===== config.mk =====
export PLATFORM = sky130hd
export DESIGN_NAME = bba_ram
export DESIGN_NICKNAME = d
export VERILOG_FILES = /design/src/design/buddy_block_allocator_assert.svh /design/src/design/bba_ram.sv
export SDC_FILE = /design/constraint.sdc
export NUM_CORES = 1
export LEC_CHECK = 0
export ABC_AREA = 1
export BUFFER_PORTS_ARGS = -buffer_cell sky130_fd_sc_hd__buf_2
export CORE_MARGIN = 2
export CORE_UTILIZATION = 33
export CTS_CLUSTER_SIZE = 8
export DETAILED_ROUTE_END_ITERATION = 8
export GPL_ROUTABILITY_DRIVEN = 0
export HOLD_SLACK_MARGIN = 0.1
export PLACE_DENSITY = 0.53
export SYNTH_ARGS = -nofsm -noshare
export SYNTH_HDL_FRONTEND = slang
export SYNTH_SLANG_ARGS = --single-unit

===== constraint.sdc =====
create_clock -name clock -period 1.2 [get_ports clock]
set_input_delay 0.24 -clock clock [delete_from_list [all_inputs] [get_ports clock]]
set_output_delay 0.24 -clock clock [all_outputs]
set_load 0.01 [all_outputs]

===== src/design/buddy_block_allocator_assert.svh =====
// ----------------------------------------------------------------------------
// Buddy block allocator assertion macros
// Shared property templates for the allocator checks.
// ----------------------------------------------------------------------------
`ifndef BUDDY_BLOCK_ALLOCATOR_ASSERT_SVH
`define BUDDY_BLOCK_ALLOCATOR_ASSERT_SVH

// Same-cycle implication, disabled during reset.
`define BBA_ASSERT_NOW(label, clk, rst, ante, cons, msg) \
   label: assert property (@(posedge clk) disable iff (rst) (ante) |-> (cons)) \
      else $error(msg);

// Next-cycle implication, disabled during reset.
`define BBA_ASSERT_NEXT(label, clk, rst, ante, cons, msg) \
   label: assert property (@(posedge clk) disable iff (rst) (ante) |=> (cons)) \
      else $error(msg);

`endif


===== src/design/bba_ram.sv =====
// ----------------------------------------------------------------------------
// Buddy block allocator RAM
// Generic single-write, single-read RAM with a registered read port.
// ----------------------------------------------------------------------------
module bba_ram #(
   parameter int unsigned WIDTH = 8,
   parameter int unsigned DEPTH = 16
) (
   input  logic                                  clock,
   input  logic                                  wr_en,
   input  logic [((DEPTH > 1) ? $clog2(DEPTH) : 1)-1:0] wr_addr,
   input  logic [WIDTH-1:0]                      wr_data,
   input  logic                                  rd_en,
   input  logic [((DEPTH > 1) ? $clog2(DEPTH) : 1)-1:0] rd_addr,
   output logic [WIDTH-1:0]                      rd_data
);

   logic [WIDTH-1:0] mem_ff [DEPTH];

   always_ff @(posedge clock) begin
      if (wr_en) begin
         mem_ff[wr_addr] <= wr_data;
      end
      if (rd_en) begin
         rd_data <= mem_ff[rd_addr];
      end
   end

endmodule


# After elaboration in Yosys (flattened, before gate mapping)
# Memory sizes are Yosys's and may differ from the RTL's. A register that Yosys moved wholly into a read port is not among the register bits.
# Cells that the tools add are included.
[word_totals] register_bits=0 ram_bits=128 n_memories=1 latch_bits=0 word_cells=3 mem_bits_ro=0
[op_classes] bitwise_logic=0 n_mux=2 div_mod_pow=0 shifts=0 add_sub_neg=0 reduce_logical=0 n_mul=0 n_eq_ne=0 n_lt_le_gt_ge=0
[memory_table] memory="mem_ff" words=16 width=8 rd=1 rd_clocked_by_memory_dff=1 write_ports=1 line="bba_ram.sv:18" text="logic [WIDTH-1:0] mem_ff [DEPTH];"
[ops] operator="1-bit two-way mux" n=2

# Depth between registers and ports, before layout
[logic_depth] depth_word=2 mapped_depth=8 ltp_nobuf=7

# Worst setup path after synthesis
# No wires, ideal clock.
[synth_path] path_kind="input -> register" from="input port wr_addr[3] in the netlist's numbering" to="memory mem_ff[4][0], enable pin" required_ns=0.830 setup_slack_ns=0.009 path_stages=2 t_arrival_ns=0.821 path_cell_list="nand3b_1 > nor2_1"
[synth_lines] element="from (decl)" line="bba_ram.sv:11" text="input logic [((DEPTH > 1) ? $clog2(DEPTH) : 1)-1:0] wr_addr,"
[synth_lines] element="to (decl)" line="bba_ram.sv:18"
# No word-level cell before the write port.

# Worst setup path in the final report
[layout_path] from="register rd_data[6], read port of mem_ff" to="output port rd_data[6]"
[layout_lines] element="from (decl)" line="bba_ram.sv:15" text="output logic [WIDTH-1:0] rd_data"
# No word-level cell between the ends.

==> impl_metrics.json <==
{
  "outcome": "finished with violations",
  "violations": "negative setup slack",
  "critical-path-max-stage-delay_ns": 0.43,
  "grt_pass1_vias": 3823,
  "synthMuxAreaShare_pct": 0,
  "path_clk_slew_ns": 0.06,
  "yosys.area.top_type": "edfxtp_1",
  "maxSlewViolCount": 0,
  "hold_violations": 0,
  "crit_buf_inv": 1,
  "areaGrowthSynthToFinish_pct": 21.2,
  "grt_pass1_wl_um": 21400,
  "rows": 48,
  "finClkSkew_ns": 0.00392,
  "synth_nets": 570,
  "p_leak_nw": 3.05,
  "synth-simple-area-share_pct": 20.8,
  "ys_ff_latch": 136,
  "cp_top_family": "flip-flops",
  "core_area_um2": 17300,
  "cts_tree": "built",
  "utilization_pct": 41.0,
  "die_area_um2": 18800,
  "die_x_um": 137,
  "netlist-cell-type-count": 11,
  "synth_cells": 551,
  "hold_path.class": "in -> reg",
  "drt_pre_antenna_iters": 5,
  "yosysWarnings": 0,
  "dpl.cell_count": 812,
  "cts_buffer_depth": 2,
  "drc_errors": 0,
  "synth_fa_ha_area_share_pct": 0,
  "wl_per_cell_um": 16.1,
  "cp-end-kind": "primary output",
  "antenna_found_initial": 0,
  "min_period_ns": 1.26,
  "grtUsageTotal_pct": 16.0,
  "hpwl_um": 8840,
  "wl_um": 13600,
  "antenna_left": 0,
  "cts_buffers": 17,
  "cp-start-kind": "flop",
  "port-buffer-count": 26,
  "holdWs_ns": 0.200,
  "clock_latency_ns": 0.42,
  "synth_top_area_share_pct": 69.8,
  "cp.arrival_ns": 1.02,
  "fin_cells": 844,
  "worstPathRequired_ns": 0.96,
  "final_nets": 625,
  "syn_area_um2": 5850,
  "clock_sinks": 136,
  "syn_area_per_cell_um2": 10.6,
  "ys_seq_area_share_pct": 69.8,
  "drive_above_1_share_pct": 16.0,
  "synth_xor_area_share_pct": 0,
  "power.density_nw_per_um2": 1590,
  "cp_slowest_cell": "edfxtp_1",
  "overflow": 0,
  "finalWorstSetupSlack_ns": -0.0585,
  "maxCapViolCount": 0,
  "tightest_slew_ns": 0.374,
  "drt-initial-drc-count": 332,
  "ff2ff_setup_slack_ns": 0.09,
  "setup_viol": 4,
  "fp.dieH_um": 137,
  "post-route-period-util_pct": 105,
  "slew_headroom_pct": 75.1,
  "vias": 3875,
  "floorplan.initialDensity_pct": 33.8,
  "ir_drop_mv": 1.12,
  "rsz0062_at_grt": "yes",
  "grt_max_degree": 33,
  "num_io_pins": 27,
  "critPathKind": "reg -> out",
  "cp_max_fo": 1,
  "clockRootBuffer": "clkbuf_16",
  "synth_top_family_by_area": "simple AND/OR/NAND/NOR gates",
  "synth-compound-area-share_pct": 0,
  "max_freq_mhz": 795,
  "path_cells": "buf_2",
  "cts_setup_buffers": 0,
  "via_per_inst": 4.59,
  "cts_htree_levels": 4,
  "netlist_top_cells_area": "edfxtp_1 (70%), nand2_1 (11%), nand3_1 (8.3%)",
  "antenna_cells": 0,
  "power_w": 0.0113
}
placed cells by master, fill, tap and decap left out:
cell type / n
clkinv_1: 2
nand3_2: 7
clkinv_2: 6
buf_4: 26
nand3b_1: 2
inv_2: 2
edfxtp_1: 136
nor2_1: 17
buf_12: 8
bufinv_16: 3
inv_1: 100
nand3_1: 90
clkinvlp_4: 2
clkinv_4: 2
clkbuf_16: 17
buf_2: 23
nand2_1: 173
buf_6: 3
final cells by class:
cell class | count | area (um2)
sequential | 136 | 4080
clock inverter | 15 | 160
fill | 1666 | 10200
tap | 225 | 282
multi-input combinational | 289 | 1250
timing repair buffer | 60 | 504
clock buffer | 17 | 425
inverter | 102 | 383
registers in the layout (all words and copies together), names as in the netlist:
signal   count
rd_data      8
mem_ff     128
cell usage after synthesis:
cell,n
buf_1,1
buf_2,13
buf_4,4
buf_6,6
edfxtp_1,136
inv_1,100
inv_2,2
nand2_1,173
nand3_1,97
nand3b_1,2
nor2_1,17
power breakdown:
group / switching, W / leakage (nW) / total, W / internal, W
registers: 0.0000351 / 1.24 / 0.00539 / 0.00535
clock network: 0.00193 / 0.287 / 0.00515 / 0.00322
logic: 0.000477 / 1.53 / 0.000727 / 0.000250
cells by family after synthesis:
kind of cell	count (synthesis)
flops	136
buf+inv	126
simple gates	289
layer usage:
| layer | track usage, % | wire length (um) |
|---|---|---|
| met4 | 6.59 | 258 |
| met5 | 0 | 0 |
| met1 | 21.4 | 6350 |
| met3 | 3.41 | 550 |
| met2 | 25.2 | 6430 |
path summary, 6_finish.rpt:
| path | to | start | cells past startpoint |
|---|---|---|---|
| max | rd_data[6] | rd_data[6] | 1 |
| min | rd_data[7] | rd_en | 1 |
| max reg2reg | rd_data[3] | mem_ff[7][3] | 6 |
| min reg2reg | rd_data[0] | mem_ff[10][0] | 6 |
metrics by stage:
| stage | area [um2] | TNS (ns) | worst slack, ns |
|---|---|---|---|
| floorplan | 5850 | 0 | 0.00916 |
| global placement | 6450 | -6.47 | -0.287 |
| detailed placement | 6450 | -7.31 | -0.318 |
| CTS | 7040 | -0.317 | -0.0749 |
| global route | 7090 | -0.400 | -0.0865 |
| finish | 7090 | -0.201 | -0.0585 |
timing repair:
item,CTS,global route
gates resized for setup,1,9
setup endpoints to repair,7,10
pin swaps,0,1
hold buffers,0,0
Note: power is estimated with default switching activity, not from simulation.
