===== src/design/buddy_block_allocator_assert.svh =====
// ----------------------------------------------------------------------------
// Buddy block allocator assertion macros
// Shared property templates for the allocator checks.
// ----------------------------------------------------------------------------
`ifndef BUDDY_BLOCK_ALLOCATOR_ASSERT_SVH
`define BUDDY_BLOCK_ALLOCATOR_ASSERT_SVH

// Same-cycle implication, disabled during reset.
`define BBA_ASSERT_NOW(label, clk, rst, ante, cons, msg) \
   label: assert property (@(posedge clk) disable iff (rst) (ante) |-> (cons)) \
      else $error(msg);

// Next-cycle implication, disabled during reset.
`define BBA_ASSERT_NEXT(label, clk, rst, ante, cons, msg) \
   label: assert property (@(posedge clk) disable iff (rst) (ante) |=> (cons)) \
      else $error(msg);

`endif


===== src/design/bba_find_first.sv =====
// ----------------------------------------------------------------------------
// Buddy block allocator first-free search
// Finds the lowest set bit of one free-map row.
// ----------------------------------------------------------------------------
module bba_find_first #(
   parameter int unsigned WIDTH = 256,
   parameter int unsigned IDX_W = 8
) (
   input  logic [WIDTH-1:0] bits,
   output logic             found,
   output logic [IDX_W-1:0] index
);

   always_comb begin
      found = 1'b0;
      index = '0;
      for (int i = WIDTH - 1; i >= 0; i--) begin
         if (bits[i]) begin
            found = 1'b1;
            index = IDX_W'(i);
         end
      end
   end

endmodule


===== config.mk =====
export PLATFORM = sky130hd
export DESIGN_NAME = bba_find_first
export DESIGN_NICKNAME = d
export VERILOG_FILES = /design/src/design/buddy_block_allocator_assert.svh /design/src/design/bba_find_first.sv
export SDC_FILE = /design/constraint.sdc
export NUM_CORES = 1
export LEC_CHECK = 0
export BUFFER_PORTS_ARGS = -buffer_cell sky130_fd_sc_hd__buf_2
export CAP_MARGIN = 5
export CORE_AREA = 2 2 103 105
export DETAILED_ROUTE_END_ITERATION = 16
export DIE_AREA = 0 0 105 107
export PLACE_DENSITY = 0.73
export SYNTH_ARGS = -nofsm -noshare
export SYNTH_HDL_FRONTEND = slang
export SYNTH_SLANG_ARGS = --single-unit

===== constraint.sdc =====
create_clock -name vclk -period 2.4
set_input_delay 0.48 -clock vclk [all_inputs]
set_output_delay 0.48 -clock vclk [all_outputs]
set_load 0.05 [all_outputs]

## Word-level counts from Yosys, hierarchy flattened

Index checks and enable logic that the tools add are counted.

- Multiplexer cells: 512

Operator list:

| kind | number |
|---|---|
| $mux W8 | 256 |
| $mux W1 | 256 |

- Logic and storage cells: 512
- Register bits after elaboration: 0
- Output and inout bits: 9
- Input port bits: 256

## Depth between registers and ports, before layout

Gate-level depths: netlist of run 1.

- Depth after elaboration: 256
- Depth in mapped cells: 7
- Depth with buffers taken out: 7

## Worst setup path after synthesis of run 1

OpenSTA, ideal clock, no wires.

- Kind: input to output
- Start point: input bits[35]
- End point: output index[7]
- Cell stages on the path: 5
- Data arrival time: 3916 ps
- Setup slack: -1996 ps
- Path through: nor4_1 nand3_1 nor3_1 nand2b_1 a2111oi_0

- Longest elaborated chain between the ends: 36

RTL lines:

| what | line | source |
|---|---|---|
| start: declaration | bba_find_first.sv:9 | `input logic [WIDTH-1:0] bits,` |
| $mux W8 (36 in series) | bba_find_first.sv:18 | `if (bits[i]) begin` |
| end: declaration | bba_find_first.sv:11 | `output logic [IDX_W-1:0] index` |

Every way passes these cells.

## Worst setup path after layout of run 1

- Start point: input bits[205]
- End point: output index[3]

- Longest elaborated chain between the ends: 206

RTL lines:

| what | line |
|---|---|
| $mux W8 (206 in series) | bba_find_first.sv:18 |

Every way passes these cells.

==> flow_metrics.tcl, run 1 <==
set metrics [dict create \
    yosys_warnings 0 \
    grt_pass1_vias 7819 \
    wire_per_inst_um 18.3 \
    num_vias 7981 \
    track_usage_pct 37.6 \
    yosys.area.top_type "nor4_1" \
    ioPinCount 265 \
    setup_ws_ps -865 \
    cellLeakagePower_uw 0.00372 \
    ys_types 54 \
    netlist_instances 606 \
    die_area_um2 11200 \
    worstSetupPathType "in -> out" \
    cp_data_arrival_time_ps 2780 \
    syn_avg_cell_area_um2 5.75 \
    gp_congestion 0.972 \
    drc_errors 0 \
    portBuffers 265 \
    ctsHoldBuffers 0 \
    core_area_um2 10100 \
    nFlopsAndLatches 0 \
    hold_violations 0 \
    setup_viol 9 \
    powerDensity_nw_per_um2 131 \
    rsz0062_at_grt "yes" \
    synth_fp_nets 862 \
    total_power_uw 1060 \
    layout-drive-gt1-share_pct 55.1 \
    holdWs_ps 1510 \
    clock.fmax_mhz 306 \
    die_x_um 105 \
    vias_per_cell 6.02 \
    violations "setup timing" \
    dp_hpwl_mm 17.8 \
    required_ps 1920 \
    fin_util_pct 79.8 \
    crit_path_start_kind "primary input" \
    antenna_found_initial 0 \
    drt_first_pass_iters 7 \
    grt_max_degree 6 \
    dp.cells 1317 \
    tightest_slew_ps 632 \
    path_max_fanout 2 \
    fin_crit_ps 3260 \
    seq_area_um2 0 \
    slew_headroom_pct 57.5 \
    finalNonFillerCells 1325 \
    grt_pass1_wl_mm 35.1 \
    synthTopCellsByArea "nor4_1 13%, nor2_1 11%, a21oi_1 7.0%" \
    synth_area_um2 3480 \
    antenna_left 0 \
    insertedDiodeCount 0 \
    area_growth_pct 131 \
    drv_cap 0 \
    die_h_um 107 \
    maxSlewViolCount 0 \
    wl_mm 24.2 \
    run_status "finished with violations" \
    synth_top_area_share_pct 12.9 \
    nNetsFinal 1447 \
    setup-tns-final_ps -6090 \
    peakVddDrop_uv 150 \
    clkbuf_count 0 \
    seq_area_frac_synth_pct 0 \
    hp-class "in -> out" \
    critPathCaptureType "output pin" \
    first_iter_violations 778 \
    gr-total-overflow 0 \
    initial_core_util_pct 34.5 \
    rows 37 \
    fin_crit_sh_pct 136 \
]
Yosys cell counts (10+ instances only):
cell type  instances
inv_1             47
nand2_1           41
nor4_1            72
nor2b_1           15
a21oi_1           49
o21ai_0           33
o21bai_1          11
nor2_1           100
a2111oi_0         10
nand3_1           22
nand2b_1          13
nor3_1            40
or4_1             12
a211oi_1          11
o31ai_1           14
kinds of logic after synthesis:
kind of cell           after synthesis  share of synthesized area, %
AND/OR/NAND/NOR                    354                          54.0
AO/OA/AOI/OAI                      205                          40.9
buffers and inverters               47                          5.06
final timing paths:
check | to | depth (start not counted) | slack (ps) | from
worst min-delay path | index[2] | 5 | 1510 | bits[19]
worst max-delay path | index[3] | 10 | -860 | bits[205]
power by group:
group | switching, µW | leakage (µW) | internal [µW] | total (µW)
logic | 517 | 0.00372 | 539 | 1060
clock network | 0 | 0 | 0 | 0
registers | 0 | 0 | 0 | 0
total | 517 | 0.00372 | 539 | 1060
layer usage:
metal,wire [µm],global-route usage [%],vias up
li1,-,-,3601
met4,2090,24.9,0
met3,2430,6.63,205
met2,11700,72.1,612
met1,7980,37.0,3563
met5,0,0,-
metrics by stage:
step | cell area [µm²] | setup WS (ps)
after CTS | 7920 | -704
final | 8050 | -865
after global placement | 7520 | -768
after detailed placement | 7520 | -833
after floorplan | 3660 | -460
after global routing | 8050 | -897
timing repair:
action,in CTS,in global routing
pin swaps,45,11
endpoints found under the setup margin,9,9
setup buffers,8,1
gates cloned,0,0
gates resized for setup,76,21
placed cells by master, fill, tap and decap left out, drive strengths merged, types with 3 or more instances in the layout:
cell type,instances
buf,583
nor4b,3
o21bai,11
o31ai,14
or3,5
nand3,22
nor2,100
a21oi,49
o41ai,4
o21ai,38
o211ai,10
o2111ai,4
nor3b,6
inv,47
a2111o,3
a21boi,5
a2111oi,10
a31oi,4
nand2,41
nand2b,13
and3,4
and2,3
o221ai,5
o211a,4
o311ai,5
a211oi,11
a211o,4
a41oi,4
nand4,7
nor2b,15
or4,13
o31a,5
nor3,40
nor4,77
o21a,4
area by class of cell:
cell class / count / area (µm²)
fill: 725 / 2040
tap: 136 / 170
timing repair buffer: 583 / 3880
inverter: 47 / 176
multi-input combinational: 559 / 3830
critical path, stage by stage:
cell	delay, ps
buf_2	170
nor4_2	560
buf_4	230
buf_4	100
nand2_1	50
o311a_1	360
o221ai_2	200
a21oi_2	100
o41a_4	370
buf_8	160
Power figures use the tool's default switching activity.
==> run 2: changes to the inputs <==
==> config.mk (replaced) <==
export PLATFORM = sky130hd
export DESIGN_NAME = bba_find_first
export DESIGN_NICKNAME = d
export VERILOG_FILES = /design/src/design/buddy_block_allocator_assert.svh /design/src/design/bba_find_first.sv
export SDC_FILE = /design/constraint.sdc
export NUM_CORES = 1
export LEC_CHECK = 0
export CAP_MARGIN = 5
export CELL_PAD_IN_SITES_DETAIL_PLACEMENT = 1
export CELL_PAD_IN_SITES_GLOBAL_PLACEMENT = 2
export CORE_UTILIZATION = 33
export DETAILED_ROUTE_END_ITERATION = 16
export DONT_BUFFER_PORTS = 1
export PLACE_DENSITY = 0.9
export SYNTH_ARGS = -nofsm -noshare
export SYNTH_HDL_FRONTEND = slang
export SYNTH_SLANG_ARGS = --single-unit
==> constraint.sdc (replaced) <==
create_clock -name vclk -period 4.02
set_input_delay 0.804 -clock vclk [all_inputs]
set_output_delay 0.804 -clock vclk [all_outputs]
set_load 0.05 [all_outputs]
==> run 2 against run 1 <==
The flow now finishes without violations. First-iteration DRC count is 70% lower. Final cell count is 43% lower. Combinational power is 85% lower. Count of clock-buffer cells in the layout stayed put. Die area is 2.4% lower. Hold slack better by 510 ps. Critical path depth is 2 lower. Flip-flop and latch count stayed put. Worst setup slack better by 1200 ps. Critical path type unchanged.
==> flow_metrics.tcl, run 2 (synthesized netlist as in run 1, its figures left out) <==
set metrics [dict create \
    run_status "complete, no violations" \
    fin_crit_sh_pct 92.8 \
    die_x_um 105 \
    gr-total-overflow 0 \
    grt_pass1_vias 5499 \
    fillCellCount 1437 \
    cellLeakagePower_uw 0.00107 \
    drt_first_pass_iters 4 \
    powerDensity_nw_per_um2 41.7 \
    ctsHoldBuffers 0 \
    wire_per_inst_um 21.1 \
    grt_pass1_wl_mm 25.1 \
    rsz0062_at_grt "no" \
    seq_area_um2 0 \
    antenna_left 0 \
    ioPinCount 265 \
    portBuffers 0 \
    grt_max_degree 7 \
    dp_hpwl_mm 14.5 \
    dpl_cell_area_um2 3780 \
    nNetsFinal 878 \
    wl_mm 16.0 \
    clock.fmax_mhz 268 \
    maxSlewViolCount 0 \
    path_max_fanout 4 \
    first_iter_violations 236 \
    nFlopsAndLatches 0 \
    gp_congestion 0.882 \
    post_cts_buffers 0 \
    fin_crit_ps 3730 \
    clkbuf_count 0 \
    initial_core_util_pct 33.9 \
    cts_resized 0 \
    layout-drive-gt1-share_pct 3.87 \
    crit_path_start_kind "primary input" \
    area_growth_pct 8.58 \
    final_common_cell "nor2_1" \
    final_area_um2 3780 \
    holdWs_ps 2020 \
    cp_data_arrival_time_ps 2930 \
    peakVddDrop_uv 15.6 \
    track_usage_pct 27.2 \
    worstSetupPathType "in -> out" \
    insertedDiodeCount 0 \
    hold_violations 0 \
    antenna_found_initial 0 \
    tightest_slew_ps 753 \
    setup_viol 0 \
    drc_errors 0 \
    die_area_um2 11000 \
    min_to "index[2]" \
    die_h_um 105 \
    rows 37 \
    holdPathStages 4 \
    layout_common_cells "100 x nor2_1, 72 x nor4_1, 49 x a21oi_1" \
    setup-tns-final_ps 0 \
    core_area_um2 10300 \
    slew_headroom_pct 49.2 \
    drv_cap 0 \
    vias_per_cell 6.82 \
    num_vias 5157 \
    min_from "bits[0]" \
    total_power_uw 158 \
    critPathCaptureType "output pin" \
    hp-class "in -> out" \
    required_ps 3220 \
]
run 2: metal layers:
metal	vias up	wire length (µm)	global-route usage, %
met4	0	388	6.54
met5	-	0	0
met3	32	1120	5.05
met2	223	8100	53.2
li1	2453	-	-
met1	2449	6370	29.7
run 2: area by class of cell:
cell class	instances	area [µm²]	share of cell area (%)
multi-input cells	559	3320	87.7
repair buffers	14	118	3.11
well taps	136	170	4.50
inverters	47	176	4.66
run 2: worst max-delay path: stages:
cell and delay [ps]:
nor4_2 360, nand2_1 160, a2111o_1 440, nor4_1 280, nand3_1 180, o31ai_1 310
a211o_1 200, buf_4 200
run 2: power breakdown:
| part | switching [µW] | internal [µW] | total, µW |
|---|---|---|---|
| Clock | 0 | 0 | 0 |
| Sequential | 0 | 0 | 0 |
| Combinational | 84.6 | 73.0 | 158 |
run 2: how the worst max path moves through the flow:
stage               startpoint  endpoint  slack [ps]  depth (start not counted)
floorplan            bits[147]  index[2]          40                          7
global placement     bits[218]  index[0]         350                          7
detailed placement    bits[91]  index[1]         320                          8
CTS                   bits[91]  index[1]         320                          8
global route         bits[149]  index[1]         130                          8
finish               bits[149]  index[1]         290                          8
run 2: per-stage QoR:
step           util (%)  setup WS, ps  instances
2_1_floorplan         -          35.8        606
3_3_place_gp       36.8           351        756
3_5_place_dp       36.8           321        756
4_1_cts            36.8           318        756
5_1_grt            36.8           129        756
6_report           36.8           289        756
==> run 3: changes to the inputs <==
--- a/config.mk
+++ b/config.mk
@@ -6,7 +6,7 @@
 export NUM_CORES = 1
 export LEC_CHECK = 0
 export CAP_MARGIN = 5
-export CELL_PAD_IN_SITES_DETAIL_PLACEMENT = 1
+export CELL_PAD_IN_SITES_DETAIL_PLACEMENT = 0
 export CELL_PAD_IN_SITES_GLOBAL_PLACEMENT = 2
 export CORE_UTILIZATION = 33
 export DETAILED_ROUTE_END_ITERATION = 16
==> run 3 against run 2 <==
Maximum frequency decreased by 0.81%. Die area stayed put. First-iteration DRC count up 33%. Via count down 2.7%. Final area unchanged. Sequential share of layout area unchanged. Largest power group unchanged. Utilization unchanged. Largest cell class unchanged. Total power shrank 2.6%. Combinational power fell by 3%. Highest routed layer unchanged. Non-clock buffer count is the same.
==> flow_metrics.tcl, run 3 (synthesized netlist as in run 1, its figures left out) <==
set metrics [dict create \
    hp-class "in -> out" \
    gr-total-overflow 0 \
    holdWs_ps 2030 \
    nNetsFinal 878 \
    drt_first_pass_iters 7 \
    tightest_slew_ps 778 \
    drv_cap 0 \
    num_vias 5018 \
    cp_data_arrival_time_ps 2960 \
    drc_errors 0 \
    critPathCapture "index[0]" \
    startpoint "bits[218]" \
    worstSetupPathType "in -> out" \
    clkbuf_count 0 \
    peakVddDrop_uv 14.2 \
    holdPathStages 4 \
    track_usage_pct 24.9 \
    cellLeakagePower_uw 0.00107 \
    initial_core_util_pct 33.9 \
    setup-tns-final_ps 0 \
    gp_congestion 0.882 \
    die_x_um 105 \
    dp_hpwl_mm 13.2 \
    die_area_um2 11000 \
    grt_pass1_wl_mm 23.0 \
    seq_area_um2 0 \
    final_common_cell "nor2_1" \
    grt_pass1_vias 4929 \
    portBuffers 0 \
    layout-drive-gt1-share_pct 3.87 \
    wl_mm 14.7 \
    maxSlewViolCount 0 \
    clock.fmax_mhz 266 \
    antenna_found_initial 0 \
    post_cts_buffers 0 \
    vias_per_cell 6.64 \
    first_iter_violations 314 \
    insertedDiodeCount 0 \
    wire_per_inst_um 19.5 \
    fin_crit_sh_pct 93.6 \
    finalNonFillerCells 756 \
    dp.cells 756 \
    area_growth_pct 8.58 \
    fin_crit_ps 3760 \
    core_area_um2 10300 \
    setup_viol 0 \
    nFlopsAndLatches 0 \
    critPathCaptureType "output pin" \
    ctsHoldBuffers 0 \
    run_status "complete, no violations" \
    slew_headroom_pct 47.5 \
    crit_path_start_kind "primary input" \
    antenna_left 0 \
    cts_resized 0 \
    ioPinCount 265 \
    die_h_um 105 \
    rows 37 \
    fillCellCount 1169 \
    rsz0062_at_grt "no" \
    powerDensity_nw_per_um2 40.6 \
    path_max_fanout 3 \
    layout_common_cells "100 x nor2_1, 72 x nor4_1, 49 x a21oi_1" \
    hold_violations 0 \
    grt_max_degree 7 \
    required_ps 3220 \
]
[run 3: stage by stage]
step	cell area (µm²)	power (µW)	worst slack (ps)	utilization, %
floorplan	3490	124	35.8	-
global placement	3780	153	351	36.8
detailed placement	3780	153	302	36.8
CTS	3780	154	291	36.8
global route	3780	172	42.4	36.8
finish	3780	154	258	36.8
[run 3: worst min-delay path by stage]
stage | startpoint | end | slack (ps)
after CTS | bits[0] | index[2] | 2040
after global routing | bits[0] | index[2] | 2040
final | bits[0] | index[2] | 2030
after detailed placement | bits[0] | index[2] | 2040
after floorplan | bits[96] | index[7] | 1960
after global placement | bits[0] | index[2] | 2030
[run 3: report_power, final]
part	switching (µW)	total (µW)	internal, µW
combinational	80.6	154	73.0
sequential	0	0	0
clock	0	0	0
total	80.6	154	73.0
[run 3: final cells by class]
cell class                      count  area, µm²  share of cell area (%)
Inverter                           47        176                    4.66
Multi-Input combinational cell    559       3320                    87.7
Tap cell                          136        170                    4.50
Timing Repair Buffer               14        118                    3.11
[run 3: per-layer routing]
metal | vias up | wire length [µm] | track usage [%]
li1 | 2455 | - | -
met3 | 16 | 1130 | 4.05
met4 | 0 | 221 | 3.92
met1 | 2310 | 6030 | 29.7
met2 | 237 | 7350 | 47.1
met5 | - | 0 | 0
[run 3: worst max-delay path, cell delays in order]
cell     delay, ps
or4_1          510
a21oi_1        210
o211a_1        200
nand3_1         60
and3_1         220
o31ai_1        440
a211o_1        510
